[config.mk]
export PLATFORM = sky130hd
export DESIGN_NAME = turnaround_stats_accumulator
export DESIGN_NICKNAME = d
export VERILOG_FILES = /design/src/design/tsa_pkg.sv /design/src/design/tsa_div.sv /design/src/design/tsa_sqrt.sv /design/src/design/tsa_datapath.sv /design/src/design/tsa_ctrl.sv /design/src/design/turnaround_stats_accumulator.sv
export SDC_FILE = /design/constraint.sdc
export NUM_CORES = 2
export LEC_CHECK = 0
export BUFFER_PORTS_ARGS = -buffer_cell sky130_fd_sc_hd__buf_2
export CORE_ASPECT_RATIO = 0.5
export CORE_MARGIN = 3
export CORE_UTILIZATION = 30
export DETAILED_ROUTE_END_ITERATION = 7
export SLEW_MARGIN = 0
export SYNTH_ARGS = -nofsm -noshare
export SYNTH_HDL_FRONTEND = slang
export SYNTH_SLANG_ARGS = --single-unit
[constraint.sdc]
create_clock -name clk -period 13.3 [get_ports clk]
set_input_delay 1.995 -clock clk [delete_from_list [all_inputs] [get_ports clk]]
set_output_delay 1.995 -clock clk [all_outputs]
set_load 0.02 [all_outputs]
[src/design/tsa_pkg.sv]
// ----------------------------------------------------------------------------
// tsa_pkg
// shared widths, command and status types for the turnaround stats block
// ----------------------------------------------------------------------------
package tsa_pkg;

  localparam int FIELD_W     = 16;
  localparam int WTA_W       = 32;
  localparam int PCT_W       = 7;
  localparam int ACC_MAX_W   = 64;
  localparam int PERCENT_SCALE = 100;
  localparam int IN_DATA_W   = 64;
  localparam int OUT_DATA_W  = 136;
  localparam int OUT_USER_W  = 2;
  localparam int STEP_W      = 7;

  localparam int DEF_TIME_BITS = 16;
  localparam int DEF_MAX_JOBS  = 1024;
  localparam int DEF_FRAC_BITS = 16;

  typedef enum logic [2:0] {
    DIV_WTA,
    DIV_CPU,
    DIV_MT,
    DIV_MW,
    DIV_MSQ
  } div_sel_t;

  typedef enum logic {
    MUL_WTA,
    MUL_MT
  } mul_sel_t;

  typedef struct packed {
    logic     capture;
    logic     div_start;
    div_sel_t div_sel;
    logic     mul_go;
    mul_sel_t mul_sel;
    logic     accumulate;
    logic     sqrt_start;
    logic     out_load;
    logic     clear;
  } tsa_cmd_t;

  typedef struct packed {
    logic div_done;
    logic sqrt_done;
    logic run_zero;
    logic end_zero;
    logic last;
    logic out_free;
  } tsa_status_t;

  function automatic logic [WTA_W-1:0] sat32(input logic [ACC_MAX_W-1:0] v);
    logic [WTA_W-1:0] r;
    if (|v[ACC_MAX_W-1:WTA_W]) r = '1;
    else r = v[WTA_W-1:0];
    return r;
  endfunction

endpackage

[src/design/tsa_div.sv]
// ----------------------------------------------------------------------------
// tsa_div
// restoring divider, one quotient bit per cycle, numerator left aligned
// ----------------------------------------------------------------------------
module tsa_div #(
  parameter int DEN_W = 16
) (
  input  logic                       clk,
  input  logic                       rst,
  input  logic                       start,
  input  logic [tsa_pkg::ACC_MAX_W-1:0] num,
  input  logic [DEN_W-1:0]           den,
  input  logic [tsa_pkg::STEP_W-1:0] steps,
  output logic                       done,
  output logic [tsa_pkg::ACC_MAX_W-1:0] quot
);
  import tsa_pkg::*;

  logic [ACC_MAX_W-1:0] nreg;
  logic [DEN_W-1:0]     rem;
  logic [DEN_W-1:0]     dreg;
  logic [STEP_W-1:0]    cnt;
  logic                 busy;
  logic [DEN_W:0]       rem_sh;
  logic [DEN_W:0]       rem_sub;
  logic                 ge;

  assign rem_sh  = {rem, nreg[ACC_MAX_W-1]};
  assign ge      = rem_sh >= {1'b0, dreg};
  assign rem_sub = rem_sh - {1'b0, dreg};
  assign quot    = nreg;

  always_ff @(posedge clk) begin
    if (rst) begin
      busy <= 1'b0;
      done <= 1'b0;
      cnt  <= '0;
    end else begin
      done <= 1'b0;
      if (start) begin
        busy <= 1'b1;
        cnt  <= steps;
        nreg <= num;
        dreg <= den;
        rem  <= '0;
      end else if (busy) begin
        nreg <= {nreg[ACC_MAX_W-2:0], ge};
        rem  <= ge ? rem_sub[DEN_W-1:0] : rem_sh[DEN_W-1:0];
        cnt  <= cnt - 1'b1;
        if (cnt == STEP_W'(1)) begin
          busy <= 1'b0;
          done <= 1'b1;
        end
      end
    end
  end

endmodule

[src/design/tsa_sqrt.sv]
// ----------------------------------------------------------------------------
// tsa_sqrt
// integer square root of a 64-bit value, one result bit per cycle
// ----------------------------------------------------------------------------
module tsa_sqrt (
  input  logic                          clk,
  input  logic                          rst,
  input  logic                          start,
  input  logic [tsa_pkg::ACC_MAX_W-1:0] x_in,
  output logic                          done,
  output logic [tsa_pkg::WTA_W-1:0]     root
);
  import tsa_pkg::*;

  localparam int CNT_W = $clog2(ACC_MAX_W / 2 + 1);

  logic [ACC_MAX_W-1:0] x;
  logic [ACC_MAX_W-1:0] res;
  logic [ACC_MAX_W-1:0] bitv;
  logic [CNT_W-1:0]     cnt;
  logic                 busy;
  logic [ACC_MAX_W-1:0] trial;

  assign trial = res + bitv;
  assign root  = res[WTA_W-1:0];

  always_ff @(posedge clk) begin
    if (rst) begin
      busy <= 1'b0;
      done <= 1'b0;
      cnt  <= '0;
    end else begin
      done <= 1'b0;
      if (start) begin
        busy <= 1'b1;
        cnt  <= CNT_W'(ACC_MAX_W / 2);
        x    <= x_in;
        res  <= '0;
        bitv <= {2'b01, {(ACC_MAX_W-2){1'b0}}};
      end else if (busy) begin
        if (x >= trial) begin
          x   <= x - trial;
          res <= (res >> 1) + bitv;
        end else begin
          res <= res >> 1;
        end
        bitv <= bitv >> 2;
        cnt  <= cnt - 1'b1;
        if (cnt == CNT_W'(1)) begin
          busy <= 1'b0;
          done <= 1'b1;
        end
      end
    end
  end

endmodule

[src/design/tsa_datapath.sv]
// ----------------------------------------------------------------------------
// tsa_datapath
// input capture, accumulators, shared divider, multiplier, root and output
// ----------------------------------------------------------------------------
module tsa_datapath #(
  parameter int TIME_BITS = tsa_pkg::DEF_TIME_BITS,
  parameter int MAX_JOBS  = tsa_pkg::DEF_MAX_JOBS,
  parameter int FRAC_BITS = tsa_pkg::DEF_FRAC_BITS
) (
  input  logic                           clk,
  input  logic                           rst,
  input  tsa_pkg::tsa_cmd_t              cmd,
  output tsa_pkg::tsa_status_t           status,
  input  logic [tsa_pkg::IN_DATA_W-1:0]  s_tdata,
  input  logic                           s_tlast,
  output logic                           m_tvalid,
  input  logic                           m_tready,
  output logic [tsa_pkg::OUT_DATA_W-1:0] m_tdata,
  output logic [tsa_pkg::OUT_USER_W-1:0] m_tuser
);
  import tsa_pkg::*;

  localparam int TW     = TIME_BITS < FIELD_W ? TIME_BITS : FIELD_W;
  localparam int CW     = $clog2(MAX_JOBS + 1);
  localparam int DW     = TW > CW ? TW : CW;
  localparam int RT_W   = TW + CW;
  localparam int TT_W   = WTA_W + CW;
  localparam int SQ_RAW = ACC_MAX_W - FRAC_BITS + CW;
  localparam int SQ_W   = SQ_RAW < ACC_MAX_W ? SQ_RAW : ACC_MAX_W;
  localparam int WSTEPS = TW + FRAC_BITS;
  localparam int CPU_W  = RT_W + 7;

  logic [TW-1:0]        arr, endt, run, wait_t;
  logic                 last;
  logic [WTA_W-1:0]     wta;
  logic                 zero_err;
  logic [2*WTA_W-1:0]   prod;
  logic [TW-1:0]        latest_end;
  logic [RT_W-1:0]      run_total, wait_total;
  logic [TT_W-1:0]      tt_total;
  logic [SQ_W-1:0]      sq_total;
  logic [CW-1:0]        job_count;
  logic [PCT_W-1:0]     cpu;
  logic [WTA_W-1:0]     mean_t, mean_w, dev;
  logic [SQ_W-1:0]      mean_sq;
  div_sel_t             cur_sel;
  logic                 out_valid;
  logic                 dev_ready;

  logic [TW-1:0]        diff;
  logic [ACC_MAX_W-1:0] div_num;
  logic [DW-1:0]        div_den;
  logic [STEP_W-1:0]    div_steps;
  logic                 div_done;
  logic [ACC_MAX_W-1:0] quot;
  logic [CPU_W-1:0]     cpu_num;
  logic [WTA_W-1:0]     mul_a;
  logic [ACC_MAX_W-1:0] m_sq, var_v, sqrt_x;
  logic                 sqrt_done;
  logic [WTA_W-1:0]     root;
  logic                 out_free;

  assign diff    = endt >= arr ? endt - arr : '0;
  assign cpu_num = (CPU_W'(run_total) << 6) + (CPU_W'(run_total) << 5)
                 + (CPU_W'(run_total) << 2);

  always_comb begin
    div_num   = '0;
    div_den   = DW'(job_count);
    div_steps = STEP_W'(ACC_MAX_W);
    unique case (cmd.div_sel)
      DIV_WTA: begin
        div_num   = {diff, {FRAC_BITS{1'b0}}, {(ACC_MAX_W-WSTEPS){1'b0}}};
        div_den   = DW'(run);
        div_steps = STEP_W'(WSTEPS);
      end
      DIV_CPU: begin
        div_num = ACC_MAX_W'(cpu_num);
        div_den = DW'(latest_end);
      end
      DIV_MT:  div_num = ACC_MAX_W'(tt_total);
      DIV_MW:  div_num = ACC_MAX_W'({wait_total, {FRAC_BITS{1'b0}}});
      DIV_MSQ: div_num = ACC_MAX_W'(sq_total);
      default: div_num = '0;
    endcase
  end

  tsa_div #(.DEN_W(DW)) u_div (
    .clk   (clk),
    .rst   (rst),
    .start (cmd.div_start),
    .num   (div_num),
    .den   (div_den),
    .steps (div_steps),
    .done  (div_done),
    .quot  (quot)
  );

  // variance from the mean square and the squared mean
  assign m_sq   = prod >> FRAC_BITS;
  assign var_v  = ACC_MAX_W'(mean_sq) > m_sq ? ACC_MAX_W'(mean_sq) - m_sq : '0;
  assign sqrt_x = var_v << FRAC_BITS;

  tsa_sqrt u_sqrt (
    .clk   (clk),
    .rst   (rst),
    .start (cmd.sqrt_start),
    .x_in  (sqrt_x),
    .done  (sqrt_done),
    .root  (root)
  );

  assign mul_a    = cmd.mul_sel == MUL_WTA ? wta : mean_t;
  assign out_free = !out_valid || m_tready;

  always_comb begin
    status.div_done  = div_done;
    status.sqrt_done = dev_ready;
    status.run_zero  = run == '0;
    status.end_zero  = latest_end == '0;
    status.last      = last;
    status.out_free  = out_free;
  end

  // deviation ready flag marks a fresh root until the next root starts
  always_ff @(posedge clk) begin
    if (rst) begin
      dev_ready <= 1'b0;
    end else if (cmd.sqrt_start) begin
      dev_ready <= 1'b0;
    end else if (sqrt_done) begin
      dev_ready <= 1'b1;
    end
  end

  // job record and summary registers
  always_ff @(posedge clk) begin
    if (cmd.capture) begin
      arr    <= s_tdata[0 +: TW];
      endt   <= s_tdata[FIELD_W +: TW];
      run    <= s_tdata[2*FIELD_W +: TW];
      wait_t <= s_tdata[3*FIELD_W +: TW];
      last   <= s_tlast;
      cpu    <= '0;
      wta    <= '1;
      zero_err <= s_tdata[2*FIELD_W +: TW] == '0;
    end
    if (cmd.div_start) cur_sel <= cmd.div_sel;
    if (div_done) begin
      unique case (cur_sel)
        DIV_WTA: wta <= sat32(quot);
        DIV_CPU: cpu <= quot > ACC_MAX_W'(PERCENT_SCALE) ? PCT_W'(PERCENT_SCALE)
                                                         : quot[PCT_W-1:0];
        DIV_MT:  mean_t <= sat32(quot);
        DIV_MW:  mean_w <= sat32(quot);
        DIV_MSQ: mean_sq <= quot[SQ_W-1:0];
        default: mean_sq <= mean_sq;
      endcase
    end
    if (cmd.mul_go) prod <= mul_a * mul_a;
    if (sqrt_done) dev <= root;
  end

  // accumulators
  always_ff @(posedge clk) begin
    if (rst || cmd.clear) begin
      latest_end <= '0;
      run_total  <= '0;
      wait_total <= '0;
      tt_total   <= '0;
      sq_total   <= '0;
      job_count  <= '0;
    end else if (cmd.accumulate && job_count < CW'(MAX_JOBS)) begin
      if (endt > latest_end) latest_end <= endt;
      run_total  <= run_total + RT_W'(run);
      wait_total <= wait_total + RT_W'(wait_t);
      tt_total   <= tt_total + TT_W'(wta);
      sq_total   <= sq_total + SQ_W'(prod >> FRAC_BITS);
      job_count  <= job_count + 1'b1;
    end
  end

  // output register
  always_ff @(posedge clk) begin
    if (rst) begin
      out_valid <= 1'b0;
    end else if (cmd.out_load) begin
      out_valid <= 1'b1;
    end else if (m_tready) begin
      out_valid <= 1'b0;
    end
    if (cmd.out_load) begin
      m_tdata <= {1'b0,
                  last ? dev : '0,
                  last ? mean_w : '0,
                  last ? mean_t : '0,
                  last ? cpu : '0,
                  wta};
      m_tuser <= {last, zero_err};
    end
  end

  assign m_tvalid = out_valid;

endmodule

[src/design/tsa_ctrl.sv]
// ----------------------------------------------------------------------------
// tsa_ctrl
// sequencer for one job record and the closing summary
// ----------------------------------------------------------------------------
module tsa_ctrl (
  input  logic                 clk,
  input  logic                 rst,
  input  logic                 s_tvalid,
  output logic                 s_tready,
  input  tsa_pkg::tsa_status_t status,
  output tsa_pkg::tsa_cmd_t    cmd
);
  import tsa_pkg::*;

  typedef enum logic [3:0] {
    IDLE, WTA_START, WTA_DIV, SQ_MUL, ACC,
    CPU_START, CPU_DIV, MT_START, MT_DIV, MW_START, MW_DIV,
    MSQ_START, MSQ_DIV, MT_MUL, SQRT_RUN, OUT
  } state_t;

  state_t state, state_next;

  always_comb begin
    state_next = state;
    cmd        = '0;
    cmd.div_sel = DIV_WTA;
    cmd.mul_sel = MUL_WTA;
    s_tready   = state == IDLE;
    unique case (state)
      IDLE: if (s_tvalid) begin
        cmd.capture = 1'b1;
        state_next  = WTA_START;
      end
      WTA_START: begin
        if (status.run_zero) begin
          state_next = SQ_MUL;
        end else begin
          cmd.div_start = 1'b1;
          state_next    = WTA_DIV;
        end
      end
      WTA_DIV: if (status.div_done) state_next = SQ_MUL;
      SQ_MUL: begin
        cmd.mul_go = 1'b1;
        state_next = ACC;
      end
      ACC: begin
        cmd.accumulate = 1'b1;
        state_next = status.last ? CPU_START : OUT;
      end
      CPU_START: begin
        if (status.end_zero) begin
          state_next = MT_START;
        end else begin
          cmd.div_start = 1'b1;
          cmd.div_sel   = DIV_CPU;
          state_next    = CPU_DIV;
        end
      end
      CPU_DIV: if (status.div_done) state_next = MT_START;
      MT_START: begin
        cmd.div_start = 1'b1;
        cmd.div_sel   = DIV_MT;
        state_next    = MT_DIV;
      end
      MT_DIV: if (status.div_done) state_next = MW_START;
      MW_START: begin
        cmd.div_start = 1'b1;
        cmd.div_sel   = DIV_MW;
        state_next    = MW_DIV;
      end
      MW_DIV: if (status.div_done) state_next = MSQ_START;
      MSQ_START: begin
        cmd.div_start = 1'b1;
        cmd.div_sel   = DIV_MSQ;
        state_next    = MSQ_DIV;
      end
      MSQ_DIV: if (status.div_done) state_next = MT_MUL;
      MT_MUL: begin
        cmd.mul_go  = 1'b1;
        cmd.mul_sel = MUL_MT;
        state_next  = SQRT_RUN;
      end
      SQRT_RUN: begin
        // root starts with the squared mean now in the product register
        cmd.sqrt_start = 1'b1;
        state_next     = OUT;
      end
      // summary waits for the root to finish before loading the output
      OUT: if (status.out_free && (!status.last || status.sqrt_done)) begin
        cmd.out_load = 1'b1;
        cmd.clear    = status.last;
        state_next   = IDLE;
      end
      default: state_next = IDLE;
    endcase
  end

  always_ff @(posedge clk) begin
    if (rst) state <= IDLE;
    else state <= state_next;
  end

endmodule

[src/design/turnaround_stats_accumulator.sv]
// ----------------------------------------------------------------------------
// turnaround_stats_accumulator
// per-job weighted turnaround with running statistics and a closing summary
// ----------------------------------------------------------------------------
// a job is paced by the shared bit-serial divider; a zero run time skips the divide
// a last job adds four 64-step divides (the CPU divide skipped at a zero latest end)
//   and a 32-step square root
// throughput: one transaction in flight; next input taken once a result is queued
// reset: synchronous, clears the sequencer, accumulators and output valid
// ----------------------------------------------------------------------------
module turnaround_stats_accumulator #(
  parameter int TIME_BITS = tsa_pkg::DEF_TIME_BITS,
  parameter int MAX_JOBS  = tsa_pkg::DEF_MAX_JOBS,
  parameter int FRAC_BITS = tsa_pkg::DEF_FRAC_BITS
) (
  input  logic                           clk,
  input  logic                           rst,
  input  logic                           s_tvalid,
  output logic                           s_tready,
  // arrival_time, end_time, run_time, waiting_time
  input  logic [tsa_pkg::IN_DATA_W-1:0]  s_tdata,
  input  logic                           s_tlast,
  output logic                           m_tvalid,
  input  logic                           m_tready,
  // weighted_turnaround, cpu_percent, mean_turnaround, mean_waiting,
  // turnaround_deviation, zero pad
  output logic [tsa_pkg::OUT_DATA_W-1:0] m_tdata,
  // zero_run_error, summary_valid
  output logic [tsa_pkg::OUT_USER_W-1:0] m_tuser
);
  import tsa_pkg::*;

  tsa_cmd_t    cmd;
  tsa_status_t status;

  tsa_ctrl u_ctrl (
    .clk      (clk),
    .rst      (rst),
    .s_tvalid (s_tvalid),
    .s_tready (s_tready),
    .status   (status),
    .cmd      (cmd)
  );

  tsa_datapath #(
    .TIME_BITS (TIME_BITS),
    .MAX_JOBS  (MAX_JOBS),
    .FRAC_BITS (FRAC_BITS)
  ) u_dp (
    .clk      (clk),
    .rst      (rst),
    .cmd      (cmd),
    .status   (status),
    .s_tdata  (s_tdata),
    .s_tlast  (s_tlast),
    .m_tvalid (m_tvalid),
    .m_tready (m_tready),
    .m_tdata  (m_tdata),
    .m_tuser  (m_tuser)
  );

endmodule
== After elaboration in Yosys (flattened, before gate mapping) ==
Cells that the tools add are included.

* Register bits: 926
* Input bits: 69
* Output and inout port bits: 140

* Add/subtract/negate cells: 15
* $mul: 1
* Magnitude comparators: 7
* Eq/ne operators: 32
* Multiplexer cells: 61
* Bitwise gates (word level): 3
* Reductions and logical operators: 32

{| class="wikitable"
|+ Operators by type and width
! cell !! count
|-
| 64-bit 2-to-1 mux || 7
|-
| 64-bit case mux with 5 select lines || 1
|-
| 32-bit 2-to-1 mux || 5
|-
| 63-bit by 63-bit adder with 64-bit output || 1
|-
| 64-bit by 63-bit adder with 64-bit output || 1
|-
| 64-bit greater-or-equal comparator || 1
|-
| 64-bit by 7-bit > comparator with 1-bit output (second input constant) || 1
|-
| 32-bit by 32-bit multiplier with 64-bit output || 1
|-
| 4-bit case mux with 16 select lines || 1
|-
| 64-bit subtractor || 1
|-
| 63-bit 2-to-1 mux || 1
|-
| 59-bit by 48-bit adder with 59-bit output || 1
|-
| 59-bit by 48-bit > comparator with 1-bit output || 1
|-
| 27-bit by 16-bit adder with 27-bit output || 2
|-
| 7-bit 2-to-1 mux || 7
|-
| 16-bit logical NOT || 3
|-
| 16-bit 2-to-1 mux || 3
|-
| 48-bit 2-to-1 mux || 1
|-
| 48-bit subtractor || 1
|-
| 43-bit by 32-bit adder with 43-bit output || 1
|-
| 4-bit 2-to-1 mux || 9
|-
| 33-bit by 32-bit adder with 34-bit output || 1
|-
| 34-bit by 29-bit adder with 34-bit output || 1
|-
| 4-bit equality test (second input constant) || 8
|-
| other kinds (37) || 91
|}

== Depth between registers and ports, before layout ==
* Depth after elaboration: 6
* Gate-level depth with buffers: 36
* Mapped depth without buffers: 33

== Hierarchy ==
From an unflattened synthesis, not the netlist that was laid out.

* Cells, all modules: 8855
* Area, all modules: 84821.4 um^2

{| class="wikitable"
|+ Modules (own cells, without submodules)
! module !! times used !! cells each !! area an instance (um^2)
|-
| tsa_datapath || 1 || 6573 || 63624.8
|-
| tsa_sqrt || 1 || 1811 || 15511.1
|-
| tsa_div || 1 || 406 || 5241.3
|-
| tsa_ctrl || 1 || 65 || 444.2
|}

== Least setup slack after synthesis ==
No wires, ideal clock.

* Path kind: input port to flip-flop
* From: input port m_tready
* To: register u_dp.wait_total[22]
* Library setup time: 0.150 ns
* Arrival time: 13.525 ns
* Setup slack: -0.375 ns
* Cell stages on the path: 8
* Buffers on the path: 2
* Cell sequence: nand2b_1 o21ai_0 nor3_1 a21oi_1 clkbuf_1 clkbuf_1 o311ai_0 o41ai_1

* Cells in the longest elaborated chain, start to end: 5

{| class="wikitable"
|+ RTL lines
! item !! line !! text
|-
| start, declared || turnaround_stats_accumulator.sv:24 || <nowiki>input logic m_tready,</nowiki>
|-
| 1-bit logical OR || tsa_datapath.sv:114 || <nowiki>assign out_free = !out_valid || m_tready;</nowiki>
|-
| 1-bit logical AND || tsa_ctrl.sv:90 || <nowiki>OUT: if (status.out_free && (!status.last || status.sqrt_done)) begin</nowiki>
|-
| 2-bit 2-to-1 mux || tsa_ctrl.sv:90 ||
|-
| 2-bit 2-to-1 mux || tsa_ctrl.sv:29 || <nowiki>unique case (state)</nowiki>
|-
| 1-bit logical OR || tsa_datapath.sv:166 || <nowiki>if (rst || cmd.clear) begin</nowiki>
|-
| end signal, assigned || tsa_datapath.sv:176 || <nowiki>wait_total <= wait_total + RT_W'(wait_t);</nowiki>
|-
| end, declared || tsa_datapath.sv:39 || <nowiki>logic [RT_W-1:0] run_total, wait_total;</nowiki>
|}

Every way passes these cells.
A chain may end at the register's enable or synchronous reset.

== Final worst setup path ==
* From: register u_ctrl.state[2]
* To: register u_dp.prod[63], data pin

* Cells in the longest elaborated chain, start to end: 4

{| class="wikitable"
|+ RTL lines
! item !! line !! text
|-
| start, declared || tsa_ctrl.sv:21 || <nowiki>state_t state, state_next;</nowiki>
|-
| start signal, assigned || tsa_ctrl.sv:101 || <nowiki>else state <= state_next;</nowiki>
|-
| 4-bit equality test || tsa_ctrl.sv:29 ||
|-
| 1-bit 2-to-1 mux || tsa_ctrl.sv:29 ||
|-
| 32-bit 2-to-1 mux || tsa_datapath.sv:113 || <nowiki>assign mul_a = cmd.mul_sel == MUL_WTA ? wta : mean_t;</nowiki>
|-
| 32-bit by 32-bit multiplier with 64-bit output || tsa_datapath.sv:160 || <nowiki>if (cmd.mul_go) prod <= mul_a * mul_a;</nowiki>
|-
| end signal, assigned || tsa_datapath.sv:160 ||
|-
| end, declared || tsa_datapath.sv:37 || <nowiki>logic [2*WTA_W-1:0] prod;</nowiki>
|}

Every way passes these cells.

==> flow_summary.yaml <==
logic_synthesis:
  synthTopCellsByArea: "edfxtp_1 24%, fa_1 20%, ha_1 10%"
  synth_top_area_share: 0.243
  synth_top_area_cell: "edfxtp_1"
  ys.flop_type: "edfxtp_1"
  syn_inst: 8494
  ys_seq_area_frac: 0.303
  synth-seq-cells: 910
  synth_cell_types: 104
  yosysWarnings: 0
  synthArstFlopShare: 0
  syn_avg_cell_area_um2: 9.67
  syn_nets: 10100
  netlist_area_um2: 82100
  synth_edf_count: 665
sta:
  hold_violations: 0
  fmax_mhz: 91.1
  finalSetupViolCount: 0
  relSlewSlack: 0.118
  drv_slew: 0
  skew_ns: 0.0778
  fin_crit_sh: 0.825
  hold_slack_ns: 0.430
  tns_ns: 0
  rsz0062_at_grt: "false"
  worst_slew_pin_slew_ns: 1.31
  finalWorstPathRequiredPeriod_ns: 10.98
setup_path:
  start_kind: "register"
  critPathBufInv: 10
  worstPathRequired_ns: 13.75
  cp-end-kind: "register"
  slowest_stage: "dfxtp_1"
  critPathKind: "reg2reg"
  path_max_fanout: 40
  cp.arrival_ns: 11.43
  crit_family: "adder cells"
  slowest_delay_ns: 0.72
floorplan:
  boundaryPins: 209
  coreArea_um2: 272000
  rows: 135
  die_w_um: 746
  die_area_um2: 281000
  start_util: 0.302
  chipHeight_um: 376
detailed_routing:
  finalWirelength_um: 246000
  drc: 12
  firstDrtPassIters: 8
  postRouteAntennaNets: 0
  via_count: 62700
  viasPerCell: 5.10
  avgRoutedWirePerCell_um: 20.0
  drt-initial-drc-count: 5761
cts:
  cts.sinks: 910
  clockBufferDepth: 3
  clk_latency_ns: 0.73
  cts_resized: 0
  htreeDepth: 3
  cts_setup_buffers: 0
  cts_tree: "yes"
  cts_buffers: 100
  clkTransAtPathRegs_ns: 0.06
  ctsHoldBuffers: 0
  root_buffer: "clkbuf_16"
final_layout:
  post-route-util: 0.334
  mostFrequentLayoutCells: "1,242 x inv_1, 823 x fa_1, 766 x nand2_1, 668 x ha_1, 665 x edfxtp_1"
  final_common_cell: "inv_1"
  drive_gt1_frac: 0.0680
  area_growth_syn_to_layout_pct: 10.4
  stdcell_area_um2: 90700
  nets: 10100
power_and_ir_drop:
  peakVddDrop_v: 0.000113
  powerDensity_nw_per_um2: 102
  seqPwrFrac: 0.390
  pwr-share-clk: 0.309
  internal-power_mw: 6.04
  power_switching_mw: 3.19
  power.leakage_nw: 38.3
  swShare: 0.345
  comb_power_share: 0.301
run:
  max-cap-violations: 0
grt:
  grt-ovfl-total: 0
  grt_pass1_wl_um: 376000
  grt_max_degree: 85
  grt_pass1_vias: 62400
  antenna_found_initial: 8
  grtUsageTotal: 0.172
placed_design:
  detailedPlacementHpwl_um: 194000
  port_buffers: 207
  place_area_um2: 87300
  gp_congestion: 0.935
run_status:
  violations: "design-rule violations"
  status: "finished with violations"
worst_hold_path:
  hold_path.class: "reg2reg"
## sequential cells by signal, summed over array words and instances (netlist names), 27 cells and up
signal / count
u_dp.m_tdata: 135
u_dp.tt_total: 43
u_dp.mean_sq: 59
u_dp.dev: 32
u_dp.wta: 32
u_dp.wait_total: 27
u_dp.run_total: 27
u_dp.u_sqrt.x: 64
u_dp.mean_t: 32
u_dp.u_sqrt.res: 64
u_dp.sq_total: 59
u_dp.u_sqrt.bitv: 32
u_dp.mean_w: 32
u_dp.u_div.quot: 64
u_dp.prod: 48
## stage by stage
| step | setup WS (ns) | std cells | total power [mW] |
|---|---|---|---|
| 3_3_place_gp | 2.67 | 12100 | 6.37 |
| 4_1_cts | 2.47 | 12300 | 9.26 |
| 3_5_place_dp | 2.51 | 12100 | 6.40 |
| 5_1_grt | 1.80 | 12300 | 9.68 |
| 6_report | 2.32 | 12300 | 9.23 |
| 2_1_floorplan | 4.03 | 8494 | 5.46 |
## area by class of cell
| type | instances | area [um^2] |
|---|---|---|
| fillers | 27800 | 181000 |
| inverters | 1254 | 4710 |
| clock buffers | 135 | 2770 |
| flip-flops and latches | 910 | 24900 |
| well taps | 3630 | 4540 |
| repair buffers | 291 | 1680 |
| multi-input cells | 6014 | 51500 |
| diodes | 1 | 2.50 |
| clock inverters | 55 | 627 |
## power by group through the flow
stage | clock, mW | combinational [mW] | sequential (mW)
global placement | 0 | 2.72 | 3.65
detailed placement | 0 | 2.75 | 3.65
CTS | 2.91 | 2.77 | 3.59
finish | 2.85 | 2.78 | 3.60
floorplan | 0 | 1.96 | 3.51
global route | 3.02 | 3.06 | 3.60
## layer usage
metal | routed length, um | global-route usage | part of all wire
met2 | 113000 | 0.279 | 0.46
met1 | 106000 | 0.233 | 0.43
met4 | 8300 | 0.0577 | 0.034
met3 | 19000 | 0.0265 | 0.077
met5 | 24 | 0 | 0.000097
## synth_stat cells, drive strengths merged, types with 16 or more instances
master and count:
o21a 50, edfxtp 665, o21ai 288, mux2i 50, a211oi 66, nand2 767, buf 49, nand3 140
clkbuf 267, o31ai 39, a21oi 490, and2 168, a22oi 16, o21bai 72, nand2b 52, xnor2 221
nor2 663, o211ai 37, xor2 207, dfxtp 245, a221o 17, nor3 105, a21o 189, nand4 80
fa 823, a31oi 89, o22a 33, ha 668, a31o 27, a21boi 25, nor4 54, or4 19
or2 21, nor2b 78, mux2 21, inv 1245, or3 76, a221oi 20, a222oi 42, and3 62
o22ai 54
## worst paths after layout
check             startpoint              end  slack (ns)  cells after the start
min            u_dp.zero_err  u_dp.m_tuser[0]        0.43                      0
min reg2reg    u_dp.zero_err  u_dp.m_tuser[0]        0.43                      0
max          u_ctrl.state[2]    u_dp.prod[63]        2.32                     34
max reg2reg  u_ctrl.state[2]    u_dp.prod[63]        2.32                     34
## cells by family after synthesis
family                     share of synthesized area
and+or+nand+nor                                0.132
AOI/OAI and AO/OA                              0.136
adders and majority gates                      0.302
muxes                                        0.00897
other                                      0.0000456
buffers and inverters                         0.0721
xor gates and xnor gates                      0.0456
DFF                                            0.303
(Power assumes the default switching activity.)
